`config.mk`:
```
export PLATFORM = sky130hd
export DESIGN_NAME = stereo_two_stage_biquad_lowpass
export DESIGN_NICKNAME = d
export VERILOG_FILES = /design/src/hw/rtl/stbl_pkg.sv /design/src/hw/rtl/stbl_hist.sv /design/src/hw/rtl/stbl_mac.sv /design/src/hw/rtl/stereo_two_stage_biquad_lowpass.sv
export SDC_FILE = /design/constraint.sdc
export NUM_CORES = 2
export LEC_CHECK = 0
export CORE_MARGIN = 10
export CORE_UTILIZATION = 60
export CTS_BUF_LIST = sky130_fd_sc_hd__clkbuf_4 sky130_fd_sc_hd__clkbuf_8 sky130_fd_sc_hd__clkbuf_16
export DETAILED_ROUTE_END_ITERATION = 8
export DONT_BUFFER_PORTS = 1
export PLACE_DENSITY = 0.78
export SYNTH_ARGS = -nofsm -noshare
export SYNTH_HDL_FRONTEND = slang
export SYNTH_HIERARCHICAL = 1
export SYNTH_SLANG_ARGS = --single-unit
```
`constraint.sdc`:
```
create_clock -name clk -period 11.8 [get_ports clk]
set_input_delay 1.77 -clock clk [delete_from_list [all_inputs] [get_ports clk]]
set_output_delay 1.77 -clock clk [all_outputs]
set_load 0.05 [all_outputs]
```
`src/hw/rtl/stbl_pkg.sv`:
```
// Shared types and constants for the stereo two-stage biquad lowpass.
package stbl_pkg;

  localparam int COEF_W         = 32;
  localparam int HIST_W         = 32;
  localparam int HIST_DEPTH     = 8;
  localparam int HIST_AW        = 3;
  localparam int COEF_FRAC_BITS = 30;
  localparam int PROD_W         = 2 * COEF_W;
  localparam int ACC_W          = PROD_W + 4;
  localparam int CFG_IDX_W      = 3;

  localparam logic [CFG_IDX_W-1:0] REG_A_GAIN = 3'd0;
  localparam logic [CFG_IDX_W-1:0] REG_A_FB1  = 3'd1;
  localparam logic [CFG_IDX_W-1:0] REG_A_FB2  = 3'd2;
  localparam logic [CFG_IDX_W-1:0] REG_B_GAIN = 3'd3;
  localparam logic [CFG_IDX_W-1:0] REG_B_FB1  = 3'd4;
  localparam logic [CFG_IDX_W-1:0] REG_B_FB2  = 3'd5;

  localparam logic signed [COEF_W-1:0] RST_A_GAIN = 32'sd812930000;
  localparam logic signed [COEF_W-1:0] RST_A_FB1  = 32'sd1561540000;
  localparam logic signed [COEF_W-1:0] RST_A_FB2  = 32'sd616430000;
  localparam logic signed [COEF_W-1:0] RST_B_GAIN = 32'sd740130000;
  localparam logic signed [COEF_W-1:0] RST_B_FB1  = 32'sd1374000000;
  localparam logic signed [COEF_W-1:0] RST_B_FB2  = 32'sd512820000;

  // Control for one multiply-accumulate pass.
  typedef struct packed {
    logic clr;  // clear the accumulator
    logic vld;  // a product is issued this cycle
    logic dbl;  // the product counts twice
    logic neg;  // the product is subtracted
  } mac_ctrl_t;

endpackage

```
`src/hw/rtl/stbl_hist.sv`:
```
// History store: one synchronous memory with registered read and reset-to-zero entries.
module stbl_hist (
  input  logic                          clk,
  input  logic                          rst_n,
  input  logic                          we,
  input  logic [stbl_pkg::HIST_AW-1:0]  waddr,
  input  logic [stbl_pkg::HIST_W-1:0]   wdata,
  input  logic [stbl_pkg::HIST_AW-1:0]  raddr,
  output logic [stbl_pkg::HIST_W-1:0]   rdata
);
  import stbl_pkg::*;

  logic [HIST_W-1:0]     mem [HIST_DEPTH];
  logic [HIST_DEPTH-1:0] vld_r;
  logic [HIST_W-1:0]     rdata_r;

  always_ff @(posedge clk) begin
    if (we) begin
      mem[waddr] <= wdata;
    end
  end

  // An entry never written since reset reads as zero.
  always_ff @(posedge clk) begin
    if (!rst_n) begin
      vld_r <= '0;
    end else if (we) begin
      vld_r[waddr] <= 1'b1;
    end
  end

  always_ff @(posedge clk) begin
    rdata_r <= vld_r[raddr] ? mem[raddr] : '0;
  end

  assign rdata = rdata_r;

endmodule

```
`src/hw/rtl/stbl_mac.sv`:
```
// Shared multiply-accumulate unit with half-up rounding and 32-bit saturation.
module stbl_mac (
  input  logic                        clk,
  input  logic                        rst_n,
  input  stbl_pkg::mac_ctrl_t         ctrl,
  input  logic signed [stbl_pkg::COEF_W-1:0] op_a,
  input  logic signed [stbl_pkg::HIST_W-1:0] op_b,
  output logic signed [stbl_pkg::HIST_W-1:0] y
);
  import stbl_pkg::*;

  localparam logic signed [ACC_W-1:0] YMax  = {{(ACC_W-HIST_W+1){1'b0}}, {(HIST_W-1){1'b1}}};
  localparam logic signed [ACC_W-1:0] YMin  = {{(ACC_W-HIST_W+1){1'b1}}, {(HIST_W-1){1'b0}}};
  localparam logic signed [ACC_W-1:0] Half  = {{(ACC_W-1){1'b0}}, 1'b1} <<< (COEF_FRAC_BITS - 1);

  logic signed [PROD_W-1:0] prod_r;
  mac_ctrl_t                ctrl_r;
  logic signed [ACC_W-1:0]  acc_r;
  logic signed [ACC_W-1:0]  acc_nxt;
  logic signed [ACC_W-1:0]  term;
  logic signed [ACC_W-1:0]  rounded;
  logic signed [ACC_W-1:0]  quot;

  always_ff @(posedge clk) begin
    if (!rst_n) begin
      ctrl_r <= '0;
    end else begin
      ctrl_r <= ctrl;
    end
  end

  always_ff @(posedge clk) begin
    prod_r <= op_a * op_b;
  end

  always_comb begin
    term = ACC_W'(prod_r);
    if (ctrl_r.dbl) begin
      term = term <<< 1;
    end
    if (ctrl_r.neg) begin
      term = -term;
    end
    acc_nxt = ctrl_r.vld ? acc_r + term : acc_r;
  end

  always_ff @(posedge clk) begin
    acc_r <= ctrl.clr ? '0 : acc_nxt;
  end

  // The exact sum is rounded half up, scaled down and clamped to the history width.
  always_comb begin
    rounded = acc_r + Half;
    quot    = rounded >>> COEF_FRAC_BITS;
    if (quot > YMax) begin
      y = YMax[HIST_W-1:0];
    end else if (quot < YMin) begin
      y = YMin[HIST_W-1:0];
    end else begin
      y = quot[HIST_W-1:0];
    end
  end

endmodule

```
`src/hw/rtl/stereo_two_stage_biquad_lowpass.sv`:
```
// Stereo lowpass made of two cascaded direct-form-I biquad stages per channel.
//
// Each accepted item is one stereo frame; each channel runs through stage A and then
// stage B, y = g*x + 2g*x1 + g*x2 - f1*y1 - f2*y2, with Q2.30 coefficients that must
// be written through the cfg port only while the block is idle; the block itself does
// not enforce this. Stage results round half up and saturate to 32 bits; the outputs
// saturate to SAMPLE_WIDTH bits. The filter state lives in two 8-entry memories (input
// and output history) with registered reads. An accepted item runs four filter passes
// in turn on the single shared 32x32 multiplier, which forms the five products of a
// pass one per cycle; its result is then handed over to the output register and the
// block returns to idle. It accepts no new item before then, and a result still
// waiting at the output holds the block in its done state until that result is taken.
module stereo_two_stage_biquad_lowpass #(
  parameter int SAMPLE_WIDTH = 24
) (
  input  logic                                      clk,
  input  logic                                      rst_n,
  input  logic                                      in_tvalid,
  output logic                                      in_tready,
  // sample_left, sample_right
  input  logic [((2*SAMPLE_WIDTH+7)/8)*8-1:0]       in_tdata,
  output logic                                      out_tvalid,
  input  logic                                      out_tready,
  // filtered_left, filtered_right
  output logic [((2*SAMPLE_WIDTH+7)/8)*8-1:0]       out_tdata,
  input  logic                                      cfg_we,
  input  logic [stbl_pkg::CFG_IDX_W-1:0]            cfg_index,
  input  logic [stbl_pkg::COEF_W-1:0]               cfg_wdata
);
  import stbl_pkg::*;

  localparam int TdataW = ((2*SAMPLE_WIDTH+7)/8)*8;
  localparam logic signed [HIST_W:0] OutMax =
    (({{HIST_W{1'b0}}, 1'b1}) <<< (SAMPLE_WIDTH - 1)) - {{HIST_W{1'b0}}, 1'b1};
  localparam logic signed [HIST_W:0] OutMin = -OutMax - {{HIST_W{1'b0}}, 1'b1};

  // Steps of one filter pass.
  localparam logic [3:0] STEP_RD0    = 4'd0;
  localparam logic [3:0] STEP_RD1    = 4'd1;
  localparam logic [3:0] STEP_MUL_X  = 4'd2;
  localparam logic [3:0] STEP_MUL_X1 = 4'd3;
  localparam logic [3:0] STEP_MUL_X2 = 4'd4;
  localparam logic [3:0] STEP_MUL_Y1 = 4'd5;
  localparam logic [3:0] STEP_MUL_Y2 = 4'd6;
  localparam logic [3:0] STEP_WB1    = 4'd8;
  localparam logic [3:0] STEP_WB0    = 4'd9;

  typedef enum logic [2:0] {
    ST_IDLE = 3'b001,
    ST_RUN  = 3'b010,
    ST_DONE = 3'b100
  } state_t;

  state_t st_r, st_nxt;
  logic [3:0] step_r, step_nxt;
  logic [1:0] job_r, job_nxt;

  logic signed [COEF_W-1:0] a_g_r, a_f1_r, a_f2_r, b_g_r, b_f1_r, b_f2_r;
  logic signed [HIST_W-1:0] in_l_r, in_r_r;
  logic signed [HIST_W-1:0] x_r, x1_r, x2_r, y1_r, y2_r, y_r;
  logic [SAMPLE_WIDTH-1:0]  res_l_r, res_r_r;
  logic                     out_tvalid_r;
  logic [TdataW-1:0]        out_tdata_r;

  logic                     stage, chan, in_acc, run;
  logic [HIST_AW-1:0]       addr0, addr1, raddr, waddr;
  logic                     hist_we;
  logic [HIST_W-1:0]        xh_wdata, yh_wdata, xh_rdata, yh_rdata;
  logic signed [COEF_W-1:0] coef_g, coef_f1, coef_f2, op_a;
  logic signed [HIST_W-1:0] op_b, mac_y;
  mac_ctrl_t                mac_ctrl;
  logic signed [HIST_W:0]   y_ext;
  logic [SAMPLE_WIDTH-1:0]  y_sat;

  // Job order: stage A left, stage B left, stage A right, stage B right.
  assign stage  = job_r[0];
  assign chan   = job_r[1];
  assign run    = (st_r == ST_RUN);
  assign in_acc = in_tvalid && in_tready;
  assign addr0  = {stage, chan, 1'b0};
  assign addr1  = {stage, chan, 1'b1};
  assign raddr  = (step_r == STEP_RD1) ? addr1 : addr0;
  assign hist_we  = run && ((step_r == STEP_WB1) || (step_r == STEP_WB0));
  assign waddr    = (step_r == STEP_WB1) ? addr1 : addr0;
  assign xh_wdata = (step_r == STEP_WB1) ? x1_r : x_r;
  assign yh_wdata = (step_r == STEP_WB1) ? y1_r : y_r;

  assign in_tready  = (st_r == ST_IDLE);
  assign out_tvalid = out_tvalid_r;
  assign out_tdata  = out_tdata_r;

  stbl_hist u_xhist (
    .clk   (clk),
    .rst_n (rst_n),
    .we    (hist_we),
    .waddr (waddr),
    .wdata (xh_wdata),
    .raddr (raddr),
    .rdata (xh_rdata)
  );

  stbl_hist u_yhist (
    .clk   (clk),
    .rst_n (rst_n),
    .we    (hist_we),
    .waddr (waddr),
    .wdata (yh_wdata),
    .raddr (raddr),
    .rdata (yh_rdata)
  );

  always_comb begin
    coef_g  = stage ? b_g_r  : a_g_r;
    coef_f1 = stage ? b_f1_r : a_f1_r;
    coef_f2 = stage ? b_f2_r : a_f2_r;
    case (step_r)
      STEP_MUL_X: begin
        op_a = coef_g;
        op_b = x_r;
      end
      STEP_MUL_X1: begin
        op_a = coef_g;
        op_b = x1_r;
      end
      STEP_MUL_X2: begin
        op_a = coef_g;
        op_b = x2_r;
      end
      STEP_MUL_Y1: begin
        op_a = coef_f1;
        op_b = y1_r;
      end
      STEP_MUL_Y2: begin
        op_a = coef_f2;
        op_b = y2_r;
      end
      default: begin
        op_a = coef_g;
        op_b = x_r;
      end
    endcase
    mac_ctrl.clr = run && (step_r == STEP_RD1);
    mac_ctrl.vld = run && (step_r inside {[STEP_MUL_X:STEP_MUL_Y2]});
    mac_ctrl.dbl = (step_r == STEP_MUL_X1);
    mac_ctrl.neg = (step_r == STEP_MUL_Y1) || (step_r == STEP_MUL_Y2);
  end

  stbl_mac u_mac (
    .clk   (clk),
    .rst_n (rst_n),
    .ctrl  (mac_ctrl),
    .op_a  (op_a),
    .op_b  (op_b),
    .y     (mac_y)
  );

  always_comb begin
    y_ext = {y_r[HIST_W-1], y_r};
    if (y_ext > OutMax) begin
      y_sat = OutMax[SAMPLE_WIDTH-1:0];
    end else if (y_ext < OutMin) begin
      y_sat = OutMin[SAMPLE_WIDTH-1:0];
    end else begin
      y_sat = y_r[SAMPLE_WIDTH-1:0];
    end
  end

  always_comb begin
    st_nxt   = st_r;
    step_nxt = step_r;
    job_nxt  = job_r;
    case (st_r)
      ST_IDLE: begin
        if (in_acc) begin
          st_nxt   = ST_RUN;
          step_nxt = STEP_RD0;
          job_nxt  = '0;
        end
      end
      ST_RUN: begin
        if (step_r == STEP_WB0) begin
          step_nxt = STEP_RD0;
          job_nxt  = job_r + 2'd1;
          if (job_r == 2'd3) begin
            st_nxt = ST_DONE;
          end
        end else begin
          step_nxt = step_r + 4'd1;
        end
      end
      ST_DONE: begin
        if (!out_tvalid_r || out_tready) begin
          st_nxt = ST_IDLE;
        end
      end
      default: begin
        st_nxt = ST_IDLE;
      end
    endcase
  end

  always_ff @(posedge clk) begin
    if (!rst_n) begin
      st_r         <= ST_IDLE;
      step_r       <= STEP_RD0;
      job_r        <= '0;
      out_tvalid_r <= 1'b0;
    end else begin
      st_r   <= st_nxt;
      step_r <= step_nxt;
      job_r  <= job_nxt;
      if ((st_r == ST_DONE) && (!out_tvalid_r || out_tready)) begin
        out_tvalid_r <= 1'b1;
      end else if (out_tready) begin
        out_tvalid_r <= 1'b0;
      end
    end
  end

  always_ff @(posedge clk) begin
    if (!rst_n) begin
      a_g_r  <= RST_A_GAIN;
      a_f1_r <= RST_A_FB1;
      a_f2_r <= RST_A_FB2;
      b_g_r  <= RST_B_GAIN;
      b_f1_r <= RST_B_FB1;
      b_f2_r <= RST_B_FB2;
    end else if (cfg_we) begin
      case (cfg_index)
        REG_A_GAIN: a_g_r  <= cfg_wdata;
        REG_A_FB1:  a_f1_r <= cfg_wdata;
        REG_A_FB2:  a_f2_r <= cfg_wdata;
        REG_B_GAIN: b_g_r  <= cfg_wdata;
        REG_B_FB1:  b_f1_r <= cfg_wdata;
        REG_B_FB2:  b_f2_r <= cfg_wdata;
        default: begin
        end
      endcase
    end
  end

  // Datapath registers of the pass.
  always_ff @(posedge clk) begin
    if (in_acc) begin
      in_l_r <= HIST_W'($signed(in_tdata[SAMPLE_WIDTH-1:0]));
      in_r_r <= HIST_W'($signed(in_tdata[2*SAMPLE_WIDTH-1:SAMPLE_WIDTH]));
    end
    if (run) begin
      case (step_r)
        STEP_RD0: begin
          // Stage B filters the previous pass's result of the same channel.
          x_r <= stage ? y_r : (chan ? in_r_r : in_l_r);
        end
        STEP_RD1: begin
          x1_r <= xh_rdata;
          y1_r <= yh_rdata;
        end
        STEP_MUL_X: begin
          x2_r <= xh_rdata;
          y2_r <= yh_rdata;
        end
        STEP_WB1: begin
          y_r <= mac_y;
        end
        STEP_WB0: begin
          if (stage) begin
            if (chan) begin
              res_r_r <= y_sat;
            end else begin
              res_l_r <= y_sat;
            end
          end
        end
        default: begin
        end
      endcase
    end
    if ((st_r == ST_DONE) && (!out_tvalid_r || out_tready)) begin
      out_tdata_r <= TdataW'({res_r_r, res_l_r});
    end
  end

  a_accept_starts_pass: assert property (@(posedge clk) disable iff (!rst_n)
    in_acc |=> (st_r == ST_RUN) && (step_r == STEP_RD0) && (job_r == 2'd0))
    else $error("accepted item did not start the first filter pass");

  a_wb_only_at_end: assert property (@(posedge clk) disable iff (!rst_n)
    hist_we |-> run && ((step_r == STEP_WB1) || (step_r == STEP_WB0)))
    else $error("history written outside the write-back steps");

  a_step_range: assert property (@(posedge clk) disable iff (!rst_n)
    run |-> (step_r <= STEP_WB0))
    else $error("pass step counter out of range");

  a_out_from_done: assert property (@(posedge clk) disable iff (!rst_n)
    $rose(out_tvalid_r) |-> $past(st_r == ST_DONE))
    else $error("result presented without a finished item");

endmodule
```
* Word level (Yosys, flattened, before mapping) *
Memory sizes are Yosys's and may differ from the RTL's. A register that Yosys moved wholly into a read port is not among the register bits.
Index checks and enable logic that the tools add are counted.
Widths: inputs -> output; s select.

cells by class
  div/mod/pow operators = 0
  add/sub/neg operators = 5
  muxes and demuxes = 37
  reductions and logical operators = 32
  equal/unequal tests = 21
  shifts and indexed selects = 0
  bitwise logic cells = 3
  $lt $le $gt $ge = 9
  $mul = 1

operators with widths
  kind                    number
  $mux 32                 8
  $pmux 32 s4             1
  $add 68x31->68 const B  1
  $add 68x68->68          1
  $mux 68                 1
  $neg 65->68             1
  $mul 32x32->64          1
  $mux 64                 1
  $pmux 32 s2             1
  $mux 24                 2
  $gt 38x32->1 const B    1
  $lt 38x32->1 const B    1
  $gt 32x24->1 const B    1
  $lt 32x24->1 const B    1
  $reduce_and 2->1        11
  $or 8x8->8              2
  $eq 4x3->1 const B      3
  $mux 3                  4
  $reduce_and 4->1        3
  $eq 3x2->1 const B      3
  $eq 3x3->1 const B      3
  $mux 1                  9
  $pmux 3 s3              1
  $eq 4x2->1 const B      2
  other kinds (25)        45

word-level totals
  bits in writable memories = 512
  output and inout port bits = 50
  input bits = 88
  memories kept = 2
  logic and storage cells = 138
  flip-flop bits (word level) = 689
  ROM bits = 0
  bits in latches = 0

memory list
  memory       depth  bits a word  read ports  clocked after memory_dff  wr ports  line             RTL
  u_xhist.mem  8      32           1           1                         1         stbl_hist.sv:13  logic [HIST_W-1:0] mem [HIST_DEPTH];
  u_yhist.mem  8      32           1           1                         1         stbl_hist.sv:13

* Depth between registers and ports, before layout *
  depth in word-level cells = 7
  depth in mapped cells = 35

* Hierarchy *
The synthesis kept the hierarchy.

by module, submodules not included
  module                           cells an instance  area each (um^2)  times used
  stbl_mac                         5488               47994.8           1
  stereo_two_stage_biquad_lowpass  1857               21777.1           1
  stbl_hist                        470                10732.8           2

* Worst setup path after synthesis *
No wires, ideal clock.

  kind = reg-to-reg
  start point = reg step_r[0]
  end point = reg u_mac.prod_r[55]
  arrival = 8774 ps
  library setup time = 72 ps
  slack = 2954 ps
  cell stages (with the launch flop) = 35
  required time = 11728 ps
  cell sequence = dfxtp_1 -> buf_2 -> and2b_1 -> o21ai_1 -> buf_2 -> buf_2 -> a22oi_1 -> a21oi_1 -> clkbuf_1 -> nand2_1 -> inv_1 -> fa_1 -> fa_1 -> inv_1 -> fa_1 -> inv_1 -> fa_1 -> inv_1 -> fa_1 -> inv_1 -> fa_1 -> fa_1 -> fa_1 -> ha_1 -> clkbuf_1 -> a21o_1 -> a21oi_1 -> nor2_1 -> nor2_1 -> and3_1 -> o2111a_1 -> o21ai_0 -> a21o_1 -> a21oi_1 -> xnor2_1

between the ends
  longest elaborated chain between the ends = 3

ends and longest elaborated chain
  item                    line                                    RTL
  from (decl)             stereo_two_stage_biquad_lowpass.sv:55   logic [3:0] step_r, step_nxt;
  from (signal assigned)  stereo_two_stage_biquad_lowpass.sv:210  step_r <= step_nxt;
  $eq 4x3->1              stereo_two_stage_biquad_lowpass.sv:116  case (step_r)
  $pmux 32 s2 (*)         stereo_two_stage_biquad_lowpass.sv:116
  net op_a[31]            stereo_two_stage_biquad_lowpass.sv:69   logic signed [COEF_W-1:0] coef_g, coef_f1, coef_f2, op_a;
  $mul 32x32->64 (*)      stbl_mac.sv:33                          prod_r <= op_a * op_b;
  to (signal assigned)    stbl_mac.sv:33
  to (decl)               stbl_mac.sv:16                          logic signed [PROD_W-1:0] prod_r;

Mark *: on every way through the listed nets, which the timed path passes. The rest lies on a longest branch.
A chain may end at the register's enable or synchronous reset.

* Worst setup path after layout *
  start point = reg step_r[2]
  end point = reg u_mac.prod_r[58]

between the ends
  longest elaborated chain between the ends = 3

ends and longest elaborated chain
  item                                      line                                    RTL
  $eq 4x3->1 or $eq 4x2->1 (tied branches)  stereo_two_stage_biquad_lowpass.sv:116
  $pmux 32 s4 (*)                           stereo_two_stage_biquad_lowpass.sv:116
  net op_b[6]                               stereo_two_stage_biquad_lowpass.sv:70   logic signed [HIST_W-1:0] op_b, mac_y;
  $mul 32x32->64 (*)                        stbl_mac.sv:33

Marks and branches as above.

==> summary.md <==
| Metric | Value |
|---|---|
| Status | completed |
| Met2 wire len | 113800 µm |
| First-pass GRT wire length | 389000 µm |
| Die width | 410.0 µm |
| DRT iter0 DRCs | 7610 |
| Clock power share | 0.197 |
| # rows | 143 |
| Fillers | 11060 |
| Longest Clk Path Bufs | 3 |
| Setup crit start | step_r[2] |
| Met3 WL | 28550 µm |
| Post-CTS setup buffer count | 0 |
| Setup TNS | 0 ns |
| Hold Vio Cnt, Final | 0 |
| Layout cell share with drive strength beyond 1 | 0.08075 |
| Peak supply drop | 0.0006686 V |
| Wire per inst | 24.48 µm |
| Flops & latches, synth | 1265 |
| Data required time of the worst path | 12.39 ns |
| Count leader, synth | nand2_1 |
| Post-route cell area | 0.09796 mm² |
| CTS tree | yes |
| Routed vias/inst | 6.248 |
| Area added between synthesis and finish | 7.370% |
| H-Tree Depth | 4 |
| Hold Path Class | reg2reg |
| Fin nets | 9503 |
| Root Buffer | clkbuf_16 |
| Worst rel slew slack | 0.1396 |
| Initial antenna violation count | 3 |
| Clock transition at path regs | 0.07 ns |
| Critical path capture point type | flip-flop |
| Detailed Route WL | 250200 µm |
| Top Metal Used | met5 |
| Cell area after synthesis | 0.09124 mm² |
| Met1 Routed Length | 94130 µm |
| Syn Nets | 9711 |
| Reg2reg start | step_r[2] |
| Critical hold path startpoint | res_l_r[13] |
| Final Cycle Share | 0.9403 |
| Area of the die | 0.1681 mm² |
| Largest net degree at the start of global routing | 222 |
| Placer congestion estimate | 0.9476 |
| Register area share after synthesis | 0.3706 |
| Avg Cell Area, Syn | 11.01 µm² |
| Area occupied by multi-input gates | 0.05187 mm² |
| Worst slew pin tran | 1.287 ns |
| Area leader, netlist | edfxtp_1 |
| Cell depth of the worst hold path | 0 |
| Port Buffers | 0 |
| Startpoint types | flip-flop |
| YS warnings | 6 |
| Later-pin clock latency in the skew report | 0.80 ns |
| Pre-antenna DRT Iters | 9 |
| Setup violators final | 0 |
| Crit Path Category | reg2reg |
| Total number of vias | 63840 |
| Max Slew Vio Count | 0 |
| Clk_skew | 0.08023 ns |
| CP max FO | 20 |
| Leak | 39.74 nW |
| Total congestion overflow | 0 |
| Fin crit period | 11.10 ns |
| Switching Share | 0.4418 |
| Combinational share of power | 0.569 |
| Hpwl dp | 179600 µm |
| Worst EP arrival | 11.69 ns |
| Hold_ws | 0.3885 ns |
| Sink Count | 1265 |
| Synth top area share | 0.2791 |
| Die height | 410.0 µm |
| Cells after Synth | 8285 |
| Post-synth top cells | nand2_1 (1102), fa_1 (1083), inv_1 (1005) |
| Prevailing post-synth register cell | edfxtp_1 |
| Async SR Flop Fraction | 0 |
| P_sw | 9.872 mW |
| Max cap viols | 0 |
| TritonCTS buffer count | 132 |
| Worst reg2reg path depth | 27 |
| RSZ-0062 raised after global routing | no |
| Starting Density | 0.6020 |
| P_int | 12.47 mW |
| Post-route ant nets | 0 |
| Vias in the first global route | 65900 |
| Core region area | 0.1515 mm² |
| Remaining DRCs | 0 |
| Post-synth EDFFs | 848 |
| PwrDens | 228.1 mW/mm² |
| Post-cts resize count | 0 |
| Register Area | 0.03383 mm² |
| Total global-route track usage | 0.2982 |
| Synth area leaders | edfxtp_1 (28%), fa_1 (24%), dfxtp_1 (9.1%), nand2_1 (4.5%), inv_1 (4.1%) |
| DP Area | 0.09327 mm² |
| Reg power frac | 0.233 |
| Fmax | 90.12 MHz |
| CTS hold repair buffers | 0 |
| Total power | 22.34 mW |
| Top-level port count | 138 |
| Count of different cell masters after synthesis | 99 |
-- kinds of logic (layout without fill, tap and decap cells) --
group | count (synthesis) | in the layout | synth area share
xor+xnor | 187 | 187 | 0.01795
compound gates | 1203 | 1203 | 0.08817
other cells | 0 | 1 | 0
fa+ha+maj | 1338 | 1338 | 0.2726
flops | 1265 | 1265 | 0.3706
simple gates | 2415 | 2415 | 0.1257
mux | 370 | 370 | 0.06008
buf+inv | 1507 | 1408 | 0.06489
-- metal layers --
layer | vias to the layer above | track usage
met4 | 10 | 0.1367
li1 | 27150 | -
met5 | - | 0.002585
met2 | 3655 | 0.4617
met1 | 32340 | 0.3998
met3 | 682 | 0.07121
-- per-stage QoR --
stage / setup WS [ns] / instances / utilization
detailed placement: 1.070 / 9973 / 0.6155
finish: 0.7039 / 10220 / 0.6464
global route: 0.05669 / 10220 / 0.6464
global placement: 1.355 / 9973 / 0.6155
floorplan: 2.954 / 8285 / -
CTS: 0.9991 / 10220 / 0.6464
-- power by group through the flow --
stage | Sequential, mW | Combinational, mW | Clock (mW)
after floorplan | 5.18 | 8.91 | 0
after global placement | 5.29 | 12.2 | 0
after detailed placement | 5.29 | 12.3 | 0
after CTS | 5.20 | 12.5 | 4.44
after global routing | 5.23 | 14.0 | 4.61
final | 5.21 | 12.7 | 4.41
-- worst max-delay path: stages (launching register included) --
cell       delay, ns
dfxtp_1         0.69
nor2b_4         0.66
nand2b_1        0.57
o22ai_1         0.28
a21o_1          0.63
buf_4           0.38
and2_1          0.19
fa_1            0.45
fa_1            0.50
fa_1            0.51
inv_1           0.05
fa_1            0.49
inv_1           0.06
fa_1            0.48
fa_1            0.57
fa_1            0.43
fa_1            0.49
ha_1            0.40
a21oi_1         0.24
a21oi_1         0.12
a221oi_1        0.33
o21ai_0         0.33
a311oi_1        0.62
nor2_1          0.16
a21oi_1         0.33
o221ai_1        0.31
a2111oi_0       0.54
nor3_1          0.10
-- sequential cells by signal (all words and copies together), names as in the netlist, 32 cells and up --
signal and count:
a_f1_r 32, out_tdata 48, u_xhist/mem 256, y1_r 32, b_g_r 32, u_mac/prod_r 64, x1_r 32, y_r 32
b_f1_r 32, y2_r 32, u_xhist/rdata 32, b_f2_r 32, u_yhist/mem 256, a_g_r 32, a_f2_r 32, x_r 32
u_yhist/rdata 32, x2_r 32, u_mac/acc_r 68
-- worst paths after layout --
check	slack (ns)	to
worst min-delay path	0.39	out_tdata[13]
worst min register to register	0.39	out_tdata[13]
worst max register to register	0.70	u_mac/prod_r[58]
worst max-delay path	0.70	u_mac/prod_r[58]
-- final cells by class --
cell class	count	share of cell area
antenna	1	0.00002554
clock buffer	172	0.03755
clock inverter	71	0.01029
inverter	1005	0.03851
multi-input combinational	5513	0.5295
sequential	1265	0.3453
tap	2030	0.02593
timing repair buffer	160	0.01290
-- placed cells by master (no fill, tap or decap), drive strengths merged, types with 27 or more instances in the layout --
master  netlist  routed
mux2         69      69
xor2         88      88
nand4        50      50
o22ai        48      48
nor3         46      46
o21ai       192     192
a21oi       286     286
clkinv        0      52
a31oi        29      29
o21a         39      39
o211ai       47      47
a21o        116     116
nand3       153     153
or3          27      27
a221oi       39      39
buf         103     160
nand2      1103    1103
ha          255     255
and2        525     525
clkbuf      399     172
a22oi        67      67
a22o         65      65
mux2i       169     169
inv        1005    1009
edfxtp      848     848
dfxtp       417     417
fa         1083    1083
nand2b       41      41
nor2        335     335
nor2b        32      32
a21boi      121     121
mux4        132     132
xnor2        99      99
No activity file was read; power rests on OpenSTA's default activity.
